**config.mk**
```make
export PLATFORM = sky130hd
export DESIGN_NAME = mouse_motion_to_serial_packet_top
export DESIGN_NICKNAME = d
export VERILOG_FILES = /design/src/sv/mmsp_pkg.sv /design/src/sv/mouse_motion_to_serial_packet_top.sv /design/src/sv/mmsp_front.sv /design/src/sv/mmsp_queue.sv /design/src/sv/mmsp_back.sv
export SDC_FILE = /design/constraint.sdc
export NUM_CORES = 1
export LEC_CHECK = 0
export BUFFER_PORTS_ARGS = -buffer_cell sky130_fd_sc_hd__buf_2
export CELL_PAD_IN_SITES_DETAIL_PLACEMENT = 0
export CELL_PAD_IN_SITES_GLOBAL_PLACEMENT = 1
export CORE_MARGIN = 3
export CORE_UTILIZATION = 43
export DETAILED_ROUTE_END_ITERATION = 10
export PLACE_DENSITY_LB_ADDON = 0.05
export SETUP_SLACK_MARGIN = 0.3
export SYNTH_ARGS = -nofsm -noshare
export SYNTH_HDL_FRONTEND = slang
export SYNTH_HIERARCHICAL = 1
export SYNTH_SLANG_ARGS = --single-unit
```
**constraint.sdc**
```tcl
create_clock -name clk -period 7.4 [get_ports clk]
set_clock_uncertainty 0.1 [all_clocks]
set_input_delay 0 -clock clk [delete_from_list [all_inputs] [get_ports clk]]
set_output_delay 0 -clock clk [all_outputs]
set_load 0.05 [all_outputs]
```
**src/sv/mmsp_pkg.sv**
```systemverilog
package mmsp_pkg;

  // Width of the signed motion totals.
  localparam int ACC_WIDTH = 16;

  // Packets that can wait between the classifier and the serializer.
  localparam int QUEUE_DEPTH = 2;
  localparam int QPTR_WIDTH  = (QUEUE_DEPTH > 1) ? $clog2(QUEUE_DEPTH) : 1;
  localparam int QCNT_WIDTH  = $clog2(QUEUE_DEPTH + 1);

  // Item kinds.
  localparam logic OP_REPORT = 1'b0;
  localparam logic OP_TICK   = 1'b1;

  // Register reset value.
  localparam logic [7:0] SEND_INTERVAL_RESET = 8'd25;

  // Byte position within a packet.
  localparam logic [1:0] BYTE_FIRST = 2'd0;
  localparam logic [1:0] BYTE_MID   = 2'd1;
  localparam logic [1:0] BYTE_LAST  = 2'd2;

  typedef logic signed [ACC_WIDTH-1:0] acc_t;

  typedef struct packed {
    logic              op;
    logic [6:0]        report_length;
    logic [7:0]        report_buttons;
    logic signed [7:0] report_dx;
    logic signed [7:0] report_dy;
    logic              host_powered;
    logic [4:0]        fifo_room;
  } in_item_t;

  typedef struct packed {
    logic [7:0] serial_byte;
    logic       last_of_packet;
  } out_item_t;

  // One complete three-byte mouse packet.
  typedef struct packed {
    logic [7:0] byte2;
    logic [7:0] byte1;
    logic [7:0] byte0;
  } packet_t;

  // Queue occupancy seen by both sides.
  typedef struct packed {
    logic full;
    logic empty;
  } q_status_t;

endpackage

```
**src/sv/mouse_motion_to_serial_packet_top.sv**
```systemverilog
// Serial mouse packet encoder. Each input transaction is either a boot mouse
// report or a one-millisecond tick; reports add motion into saturating totals,
// and a tick that finds a backlog, an expired countdown, host power and room
// for three bytes in the receive FIFO emits one three-byte serial mouse packet.
// An input transaction is taken whenever the two-entry packet queue has a free
// slot, so reports and ticks can arrive every cycle. A packet leaves as three
// output transactions, one byte per cycle while out_ready is high; a tick's
// packet is written into the queue and, once the serializer is free, loaded
// into its packet register before its first byte is offered. The byte serializer
// bounds the sustained packet rate. send_interval is written through the cfg port, which is always ready.
module mouse_motion_to_serial_packet_top (
  input  logic                clk,
  input  logic                rst,
  input  logic                in_valid,
  output logic                in_ready,
  input  mmsp_pkg::in_item_t  in_data,
  output logic                out_valid,
  input  logic                out_ready,
  output mmsp_pkg::out_item_t out_data,
  input  logic                cfg_valid,
  output logic                cfg_ready,
  input  logic [7:0]          cfg_data
);
  import mmsp_pkg::*;

  logic      push, pop;
  packet_t   push_pkt, head_pkt;
  q_status_t q_status;

  assign cfg_ready = 1'b1;

  // Front end: classify transactions and build packets.
  mmsp_front u_front (
    .clk      (clk),
    .rst      (rst),
    .in_valid (in_valid),
    .in_ready (in_ready),
    .in_data  (in_data),
    .cfg_valid(cfg_valid),
    .cfg_data (cfg_data),
    .q_status (q_status),
    .push     (push),
    .push_pkt (push_pkt)
  );

  // Packet queue between the two sides.
  mmsp_queue u_queue (
    .clk     (clk),
    .rst     (rst),
    .push    (push),
    .push_pkt(push_pkt),
    .pop     (pop),
    .head_pkt(head_pkt),
    .status  (q_status)
  );

  // Back end: serialize packets into bytes.
  mmsp_back u_back (
    .clk      (clk),
    .rst      (rst),
    .q_status (q_status),
    .head_pkt (head_pkt),
    .pop      (pop),
    .out_valid(out_valid),
    .out_ready(out_ready),
    .out_data (out_data)
  );

endmodule

```
**src/sv/mmsp_front.sv**
```systemverilog
module mmsp_front (
  input  logic              clk,
  input  logic              rst,
  input  logic              in_valid,
  output logic              in_ready,
  input  mmsp_pkg::in_item_t in_data,
  input  logic              cfg_valid,
  input  logic [7:0]        cfg_data,
  input  mmsp_pkg::q_status_t q_status,
  output logic              push,
  output mmsp_pkg::packet_t push_pkt
);
  import mmsp_pkg::*;

  localparam acc_t ACC_MAX   = acc_t'({1'b0, {(ACC_WIDTH-1){1'b1}}});
  localparam acc_t ACC_MIN   = acc_t'({1'b1, {(ACC_WIDTH-1){1'b0}}});
  localparam acc_t CLAMP_HI  = acc_t'(63);
  localparam acc_t CLAMP_LO  = acc_t'(-64);
  localparam logic [6:0] MIN_REPORT_LEN = 7'd3;
  localparam logic [4:0] MIN_FIFO_ROOM  = 5'd3;
  localparam logic [7:0] SYNC_BIT       = 8'h40;

  // Saturating add of a signed byte to a total.
  function automatic acc_t sat_add(input acc_t a, input logic signed [7:0] d);
    logic signed [ACC_WIDTH:0] s;
    s = {a[ACC_WIDTH-1], a} + (ACC_WIDTH+1)'(d);
    if (s[ACC_WIDTH] != s[ACC_WIDTH-1]) begin
      return s[ACC_WIDTH] ? ACC_MIN : ACC_MAX;
    end
    return s[ACC_WIDTH-1:0];
  endfunction

  // Clamp a total to the seven-bit packet range.
  function automatic logic signed [6:0] clamp7(input acc_t v);
    if (v > CLAMP_HI) begin
      return 7'sd63;
    end
    if (v < CLAMP_LO) begin
      return -7'sd64;
    end
    return v[6:0];
  endfunction

  acc_t        pending_x, pending_x_next;
  acc_t        pending_y, pending_y_next;
  logic [1:0]  pending_keys, pending_keys_next;
  logic        backlog, backlog_next;
  logic [7:0]  countdown, countdown_next;
  logic [7:0]  send_interval;

  logic              accept;
  logic [7:0]        cd_dec;
  logic signed [6:0] sx, sy;
  logic [7:0]        ux, uy;
  logic              send;

  // Any item may enter while the packet queue has a free slot.
  assign in_ready = !q_status.full;
  assign accept   = in_valid && in_ready;

  // Packet contents come straight from the current totals.
  assign cd_dec = (countdown != 8'd0) ? countdown - 8'd1 : 8'd0;
  assign sx     = clamp7(pending_x);
  assign sy     = clamp7(pending_y);
  assign ux     = {sx[6], sx};
  assign uy     = {sy[6], sy};
  assign send   = accept && (in_data.op == OP_TICK) && in_data.host_powered && backlog &&
                  (cd_dec == 8'd0) && (in_data.fifo_room >= MIN_FIFO_ROOM);

  assign push           = send;
  assign push_pkt.byte0 = SYNC_BIT | {2'b00, pending_keys[0], pending_keys[1],
                                      uy[7:6], ux[7:6]};
  assign push_pkt.byte1 = {2'b00, ux[5:0]};
  assign push_pkt.byte2 = {2'b00, uy[5:0]};

  // Next values of the motion state for each kind of transaction.
  always_comb begin
    pending_x_next    = pending_x;
    pending_y_next    = pending_y;
    pending_keys_next = pending_keys;
    backlog_next      = backlog;
    countdown_next    = countdown;
    if (accept) begin
      if (in_data.op == OP_REPORT) begin
        if (in_data.report_length >= MIN_REPORT_LEN) begin
          if (!in_data.host_powered) begin
            pending_x_next = '0;
            pending_y_next = '0;
            backlog_next   = 1'b0;
          end else begin
            pending_x_next    = sat_add(pending_x, in_data.report_dx);
            pending_y_next    = sat_add(pending_y, in_data.report_dy);
            pending_keys_next = in_data.report_buttons[1:0];
            backlog_next      = 1'b1;
          end
        end
      end else begin
        countdown_next = cd_dec;
        if (!in_data.host_powered) begin
          pending_x_next = '0;
          pending_y_next = '0;
          backlog_next   = 1'b0;
        end else if (send) begin
          pending_x_next = pending_x - ACC_WIDTH'(sx);
          pending_y_next = pending_y - ACC_WIDTH'(sy);
          backlog_next   = (pending_x_next != '0) || (pending_y_next != '0);
          countdown_next = send_interval;
        end
      end
    end
  end

  // State registers and the interval register.
  always_ff @(posedge clk) begin
    if (rst) begin
      pending_x     <= '0;
      pending_y     <= '0;
      pending_keys  <= '0;
      backlog       <= 1'b0;
      countdown     <= '0;
      send_interval <= SEND_INTERVAL_RESET;
    end else begin
      pending_x    <= pending_x_next;
      pending_y    <= pending_y_next;
      pending_keys <= pending_keys_next;
      backlog      <= backlog_next;
      countdown    <= countdown_next;
      if (cfg_valid) begin
        send_interval <= cfg_data;
      end
    end
  end

  // A tick without host power always drops the backlog.
  a_poweroff_clears: assert property (@(posedge clk) disable iff (rst)
    accept && (in_data.op == OP_TICK) && !in_data.host_powered |=> !backlog && pending_x == '0)
    else $error("backlog survived a power-off tick");

  // A packet is only built from an existing backlog.
  a_send_needs_backlog: assert property (@(posedge clk) disable iff (rst)
    push |-> backlog && !q_status.full)
    else $error("packet pushed without backlog or queue room");

endmodule

```
**src/sv/mmsp_queue.sv**
```systemverilog
module mmsp_queue (
  input  logic                clk,
  input  logic                rst,
  input  logic                push,
  input  mmsp_pkg::packet_t   push_pkt,
  input  logic                pop,
  output mmsp_pkg::packet_t   head_pkt,
  output mmsp_pkg::q_status_t status
);
  import mmsp_pkg::*;

  packet_t                 slots [QUEUE_DEPTH];
  logic [QPTR_WIDTH-1:0]   wr_ptr, rd_ptr;
  logic [QCNT_WIDTH-1:0]   count;

  assign status.full  = (count == QCNT_WIDTH'(QUEUE_DEPTH));
  assign status.empty = (count == '0);
  assign head_pkt     = slots[rd_ptr];

  // Advance a pointer with wrap at the queue depth.
  function automatic logic [QPTR_WIDTH-1:0] bump(input logic [QPTR_WIDTH-1:0] p);
    return (p == QPTR_WIDTH'(QUEUE_DEPTH - 1)) ? '0 : p + 1'b1;
  endfunction

  // Packet storage.
  always_ff @(posedge clk) begin
    if (push) begin
      slots[wr_ptr] <= push_pkt;
    end
  end

  // Pointers and occupancy.
  always_ff @(posedge clk) begin
    if (rst) begin
      wr_ptr <= '0;
      rd_ptr <= '0;
      count  <= '0;
    end else begin
      if (push) begin
        wr_ptr <= bump(wr_ptr);
      end
      if (pop) begin
        rd_ptr <= bump(rd_ptr);
      end
      if (push && !pop) begin
        count <= count + 1'b1;
      end else if (pop && !push) begin
        count <= count - 1'b1;
      end
    end
  end

  // Occupancy stays within the depth and pops only take stored packets.
  a_count_bound: assert property (@(posedge clk) disable iff (rst)
    count <= QCNT_WIDTH'(QUEUE_DEPTH))
    else $error("queue occupancy out of range");

  a_no_empty_pop: assert property (@(posedge clk) disable iff (rst)
    pop |-> !status.empty)
    else $error("pop from empty queue");

endmodule

```
**src/sv/mmsp_back.sv**
```systemverilog
module mmsp_back (
  input  logic                clk,
  input  logic                rst,
  input  mmsp_pkg::q_status_t q_status,
  input  mmsp_pkg::packet_t   head_pkt,
  output logic                pop,
  output logic                out_valid,
  input  logic                out_ready,
  output mmsp_pkg::out_item_t out_data
);
  import mmsp_pkg::*;

  packet_t    cur_pkt;
  logic [1:0] byte_idx;
  logic       busy;
  logic       last_taken;

  assign out_valid  = busy;
  assign last_taken = busy && out_ready && (byte_idx == BYTE_LAST);
  assign pop        = !q_status.empty && (!busy || last_taken);

  // Select the byte that is on offer.
  always_comb begin
    out_data.last_of_packet = (byte_idx == BYTE_LAST);
    case (byte_idx)
      BYTE_FIRST: out_data.serial_byte = cur_pkt.byte0;
      BYTE_MID:   out_data.serial_byte = cur_pkt.byte1;
      default:    out_data.serial_byte = cur_pkt.byte2;
    endcase
  end

  // Load a packet, then step through its bytes as each transaction completes.
  always_ff @(posedge clk) begin
    if (rst) begin
      busy     <= 1'b0;
      byte_idx <= BYTE_FIRST;
    end else if (pop) begin
      busy     <= 1'b1;
      byte_idx <= BYTE_FIRST;
    end else if (busy && out_ready) begin
      if (byte_idx == BYTE_LAST) begin
        busy <= 1'b0;
      end else begin
        byte_idx <= byte_idx + 2'd1;
      end
    end
  end

  always_ff @(posedge clk) begin
    if (pop) begin
      cur_pkt <= head_pkt;
    end
  end

  // The byte position never passes the last byte of a packet.
  a_idx_range: assert property (@(posedge clk) disable iff (rst)
    busy |-> byte_idx != 2'd3)
    else $error("byte index out of range");

endmodule
```
# --- After elaboration in Yosys (flattened, before gate mapping) ---
# Memory sizes are Yosys's and may differ from the RTL's. A register that Yosys moved wholly into a read port is not among the register bits.
# Cells that the tools add are included.
word_totals:
  elab_cells: 131
  latchBits: 0
  rom_bits: 0
  regBits: 82
  output_inout_bits: 12
  mem_bits_rw: 36
  n_memories: 1
op_classes:
  n_eq_ne: 6
  order_cmp: 6
  reduce_logical: 34
  n_shift: 0
  addsub: 10
  mul: 0
  div_mod_pow: 0
  mux: 58
  n_bitwise: 2
memory_table:
  columns: ["name", "words", "width", "read_ports", "rd_ports_with_merged_regs", "write_ports", "line_no", "rtl"]
  rows:
  - ["u_queue.slots", 2, 18, 1, 1, 1, "mmsp_queue.sv:12", "packet_t slots [QUEUE_DEPTH];"]
op_table:
  columns: ["op", "n"]
  rows:
  - ["$mux 16", 16]
  - ["$mux 7", 8]
  - ["$add 16x8->17", 2]
  - ["$gt 16x7->1 const B", 2]
  - ["$lt 16x7->1 const B", 2]
  - ["$reduce_bool 16->1", 2]
  - ["$sub 16x7->16", 2]
  - ["$mux 1", 28]
  - ["$mux 8", 3]
  - ["$pmux 8 s2", 1]
  - ["$logic_and 1x1->1", 11]
  - ["$logic_not 8->1", 1]
  - ["$reduce_bool 2->1", 4]
  - ["$reduce_bool 8->1", 1]
  - ["$sub 8x1->8 const B", 1]
  - ["$ge 7x2->1 const B", 1]
  - ["$reduce_and 2->1", 3]
  - ["$ge 5x2->1 const B", 1]
  - ["$logic_not 1->1", 5]
  - ["$add 2x1->2 const B", 2]
  - ["$eq 2x2->1 const B", 2]
  - ["$logic_not 2->1", 2]
  - ["$mux 2", 2]
  - ["$reduce_and 4->1", 1]
  - ["9 further kinds", 13]

# --- Longest topological paths before layout ---
depth:
  word_depth: 12
  depth_mapped: 18
  depth_no_buf: 17

# --- Modules after synthesis ---
# Netlist, hierarchy kept.
by_module_without_submodules:
  columns: ["module", "instances", "cells_per_inst", "seq_area_each_um2", "area_each_um2"]
  rows:
  - ["mmsp_front", 1, 820, 1021.0, 6103.4]
  - ["mmsp_queue", 1, 97, 1541.5, 1939.4]
  - ["mmsp_back", 1, 72, 780.7, 1054.8]
  - ["mouse_motion_to_serial_packet_top", 1, 2, 0.0, 11.3]

# --- Least setup slack after synthesis ---
# OpenSTA, ideal clock, no wires.
synth_path:
  path_type: "flip-flop to flip-flop"
  start: "register u_front.pending_y[12]"
  end: "register u_front.backlog"
  path_stages_with_launch: 18
  n_path_buf: 0
  slack_ps: 3106
  setup_ps: 117
  arrival_ps: 4078
  required_ps: 7183
  cell_sequence: "dfxtp_1 -> nand4_2 -> or3_1 -> and2_1 -> a21oi_1 -> ha_1 -> inv_1 -> fa_1 -> a21o_1 -> o21ai_0 -> o211ai_4 -> xor2_1 -> or4_4 -> a2111oi_4 -> nand4_1 -> nor4_2 -> nand4_1 -> a22o_1"
synth_lines:
  columns: ["item", "line_no", "rtl"]
  rows:
  - ["from (decl)", "mmsp_front.sv:45", "acc_t pending_y, pending_y_next;"]
  - ["from (signal assigned)", "mmsp_front.sv:124", "pending_y <= pending_y_next;"]
  - ["to (signal assigned)", "mmsp_front.sv:126", "backlog <= backlog_next;"]
  - ["to (decl)", "mmsp_front.sv:47", "logic backlog, backlog_next;"]

==> flow_summary.ini <==
[die]
top_level_ports = 63
initial_core_utilization = 0.444
core-area_um2 = 20500
placementRows = 52
die_width_um = 152
fp.dieArea_um2 = 23000
die_height_um = 152

[final_layout]
num-nets-final = 1173
antenna-diode-count = 0
fraction_of_final_layout_cells_with_drive_strength_greater_than_1 = 0.139
finish.instance_area_um2 = 10400
utilization = 0.508
area.growth.synth_to_final_pct = 14.2

[timing]
post-route-period-util = 0.654
fmax_mhz = 207
timing.max_slew.rel_slack = 0.227
final.setup.tns_ns = 0
setup_ws_final_ns = 2.56
min_period_ns = 4.84
report.final.hold_viol_count = 0
total_setup_violations_reported_at_the_end_of_the_flow = 0
timing_worst_slew_pin_value_ns = 1.16
slew_violations = 0
grt_setup_unrepaired = no

[place]
numPortBuffers = 55
hpwl_um = 17000
gp_congestion = 0.837
dpl_cell_area_um2 = 9590
pre_cts_slack_ns = 2.63

[clock_network]
worst_setup_hold_path_clk_slew_ns = 0.07
number_of_clock_buffers_inserted_by_tritoncts = 17
tritoncts_clock_tree = built
htree_num_levels = 4
root_buffer = sky130_fd_sc_hd__clkbuf_16
clock-sinks = 131
clock_latency_ns = 0.43
clk_path_buf_depth = 2

[synth]
syn_avg_cell_area_um2 = 9.19
synth_warnings = 6
synthCells = 991
post_synth_instance_area_um2 = 9110
ys_types = 87
synth_top_cells_by_area = sky130_fd_sc_hd__edfxtp_1, sky130_fd_sc_hd__dfxtp_1, sky130_fd_sc_hd__ha_1
synth_area_leader_cell = sky130_fd_sc_hd__edfxtp_1
synthDominantCellAreaShare = 0.237
ys_dominant_reg_cell = sky130_fd_sc_hd__edfxtp_1
synth-seq-area-share = 0.367
synth_most_common_cell = sky130_fd_sc_hd__nor2_1
ys_top_cells_by_count = sky130_fd_sc_hd__nor2_1, sky130_fd_sc_hd__nand2_1, sky130_fd_sc_hd__edfxtp_1
postSynth.asyncResetShare = 0
ys_seq_elements = 131
synth_enable_flop_cells = 72

[worst_setup_path]
timing.critical_path.fanout_max = 6
crit_required_ns = 7.62
cp.arrival_ns = 5.07
worstSetupStartpointType = register
crit_end_category = register
critPathKind = reg -> reg

[grt]
via_count_of_the_first_global_routing_pass = 7192
grt_overflow = 0
largest_net_degree_at_the_start_of_global_routing = 58
grt_first_pass_wirelength_um = 37500
antenna_violations_before_repair = 0
grtUsageTotal = 0.208

[min_path]
holdCritPathClass = in -> reg

[detailed_routing]
avgRoutedWirePerCell_um = 17.6
vias = 7647
vias_per_cell = 5.72
drt_first_pass_iters = 5
routed_wl_um = 23500
first_iter_violations = 395
drt.antenna.violating_nets = 0
detail_route.drc_violations = 0

[outcome]
status = finished clean

[power_and_ir_drop]
p_leak_nw = 4.12
vdd_drop_max_v = 0.000175
power.density_nw_per_um2 = 369
design_power_total_mw = 3.84

[flow_run]
cap_violations = 0
==> area by class of cell <==
class / instances / area (µm²)
clock inverter: 15 / 185
timing repair buffer: 84 / 543
clock buffer: 17 / 425
fill: 1937 / 10100
multi-input combinational: 783 / 5430
tap: 270 / 338
inverter: 36 / 135
sequential: 131 / 3340
==> cell usage in the layout, fill, tap and decap left out, types with 15 or more instances in the layout <==
master                          Yosys  routed
sky130_fd_sc_hd__a211oi_1          32      32
sky130_fd_sc_hd__nor2_1           103     103
sky130_fd_sc_hd__inv_1             36      36
sky130_fd_sc_hd__a22oi_1           20      20
sky130_fd_sc_hd__ha_1              65      65
sky130_fd_sc_hd__xor2_1            17      17
sky130_fd_sc_hd__dfxtp_1           59      59
sky130_fd_sc_hd__mux2_2            24      24
sky130_fd_sc_hd__nand3_1           15      15
sky130_fd_sc_hd__clkbuf_16          0      17
sky130_fd_sc_hd__buf_2              7      55
sky130_fd_sc_hd__o21ai_0           55      55
sky130_fd_sc_hd__nand2b_1          20      20
sky130_fd_sc_hd__nand2_1           81      81
sky130_fd_sc_hd__a21oi_1           67      66
sky130_fd_sc_hd__nor3_1            23      23
sky130_fd_sc_hd__or3_1             15      15
sky130_fd_sc_hd__dlygate4sd3_1      0      20
sky130_fd_sc_hd__edfxtp_1          72      72
sky130_fd_sc_hd__a21o_1            21      21
sky130_fd_sc_hd__xnor2_1           24      24
==> layer usage <==
metal	vias to the layer above	track usage	wire length, µm
met5	-	0	0
li1	3856	-	-
met2	132	0.334	10700
met4	0	0.0777	604
met3	41	0.0312	607
met1	3618	0.286	11600
==> worst max-delay path, cell delays in order, from the launching register on <==
cell and delay [ns]:
sky130_fd_sc_hd__dfxtp_1 0.49, sky130_fd_sc_hd__nand4_2 0.21, sky130_fd_sc_hd__or3_1 0.49, sky130_fd_sc_hd__and2_1 0.24
sky130_fd_sc_hd__a21oi_1 0.29, sky130_fd_sc_hd__ha_1 0.22, sky130_fd_sc_hd__inv_1 0.05, sky130_fd_sc_hd__fa_1 0.41
sky130_fd_sc_hd__a21o_1 0.24, sky130_fd_sc_hd__a311o_1 0.33, sky130_fd_sc_hd__a21oi_1 0.15, sky130_fd_sc_hd__a211oi_1 0.09
sky130_fd_sc_hd__or4_4 0.45, sky130_fd_sc_hd__a2111oi_4 0.32, sky130_fd_sc_hd__nand4_1 0.16, sky130_fd_sc_hd__nor4_2 0.15
sky130_fd_sc_hd__nand4_1 0.12, sky130_fd_sc_hd__a22o_1 0.21
==> stage by stage <==
step / hold slack (ns) / instances
2_1_floorplan: -0.0309 / 995
3_3_place_gp: 0.107 / 1284
3_5_place_dp: 0.114 / 1284
4_1_cts: 0.0113 / 1336
5_1_grt: 0.0849 / 1336
6_report: 0.0346 / 1336
==> timing repair <==
item | 4_1_cts | 5_1_grt
gates resized for setup | 0 | 0
hold endpoints to repair | 15 | 0
hold buffers | 20 | 0
buffers inserted | 0 | 0
==> logic make-up after synthesis <==
family / Yosys count / share of synthesized area
AOI/OAI and AO/OA: 303 / 0.230
xor gates and xnor gates: 41 / 0.0394
adders and majority gates: 69 / 0.0981
buffers and inverters: 81 / 0.0397
DFF: 131 / 0.367
muxes: 35 / 0.0418
other: 3 / 0.00124
and+or+nand+nor: 328 / 0.183
==> path summary, 6_finish.rpt <==
kind | startpoint | to | slack, ns | cells after the start
worst max-delay path | u_front/pending_y[12] | u_front/backlog | 2.56 | 17
worst min-delay path | in_data[37] | u_front/pending_x[15] | 0.03 | 4
worst max register to register | u_front/pending_y[12] | u_front/backlog | 2.56 | 17
worst min register to register | u_front/pending_keys[1] | u_queue/slots[1][4] | 0.36 | 0
==> sequential cells by signal, summed over array words and instances (netlist names), named ones only <==
name	count
u_queue/rd_ptr	1
u_front/countdown	8
u_queue/count	2
u_queue/slots	48
u_front/pending_y	16
u_front/pending_keys	2
u_back/byte_idx	2
u_back/out_valid	1
u_front/backlog	1
u_front/send_interval	8
u_back/cur_pkt	24
u_queue/wr_ptr	1
u_front/pending_x	16
==> power breakdown <==
part           internal (mW)  switching [mW]
Sequential             0.938           0.154
Combinational          0.729            1.14
Clock                  0.514           0.365
No activity file was read; power rests on OpenSTA's default activity.
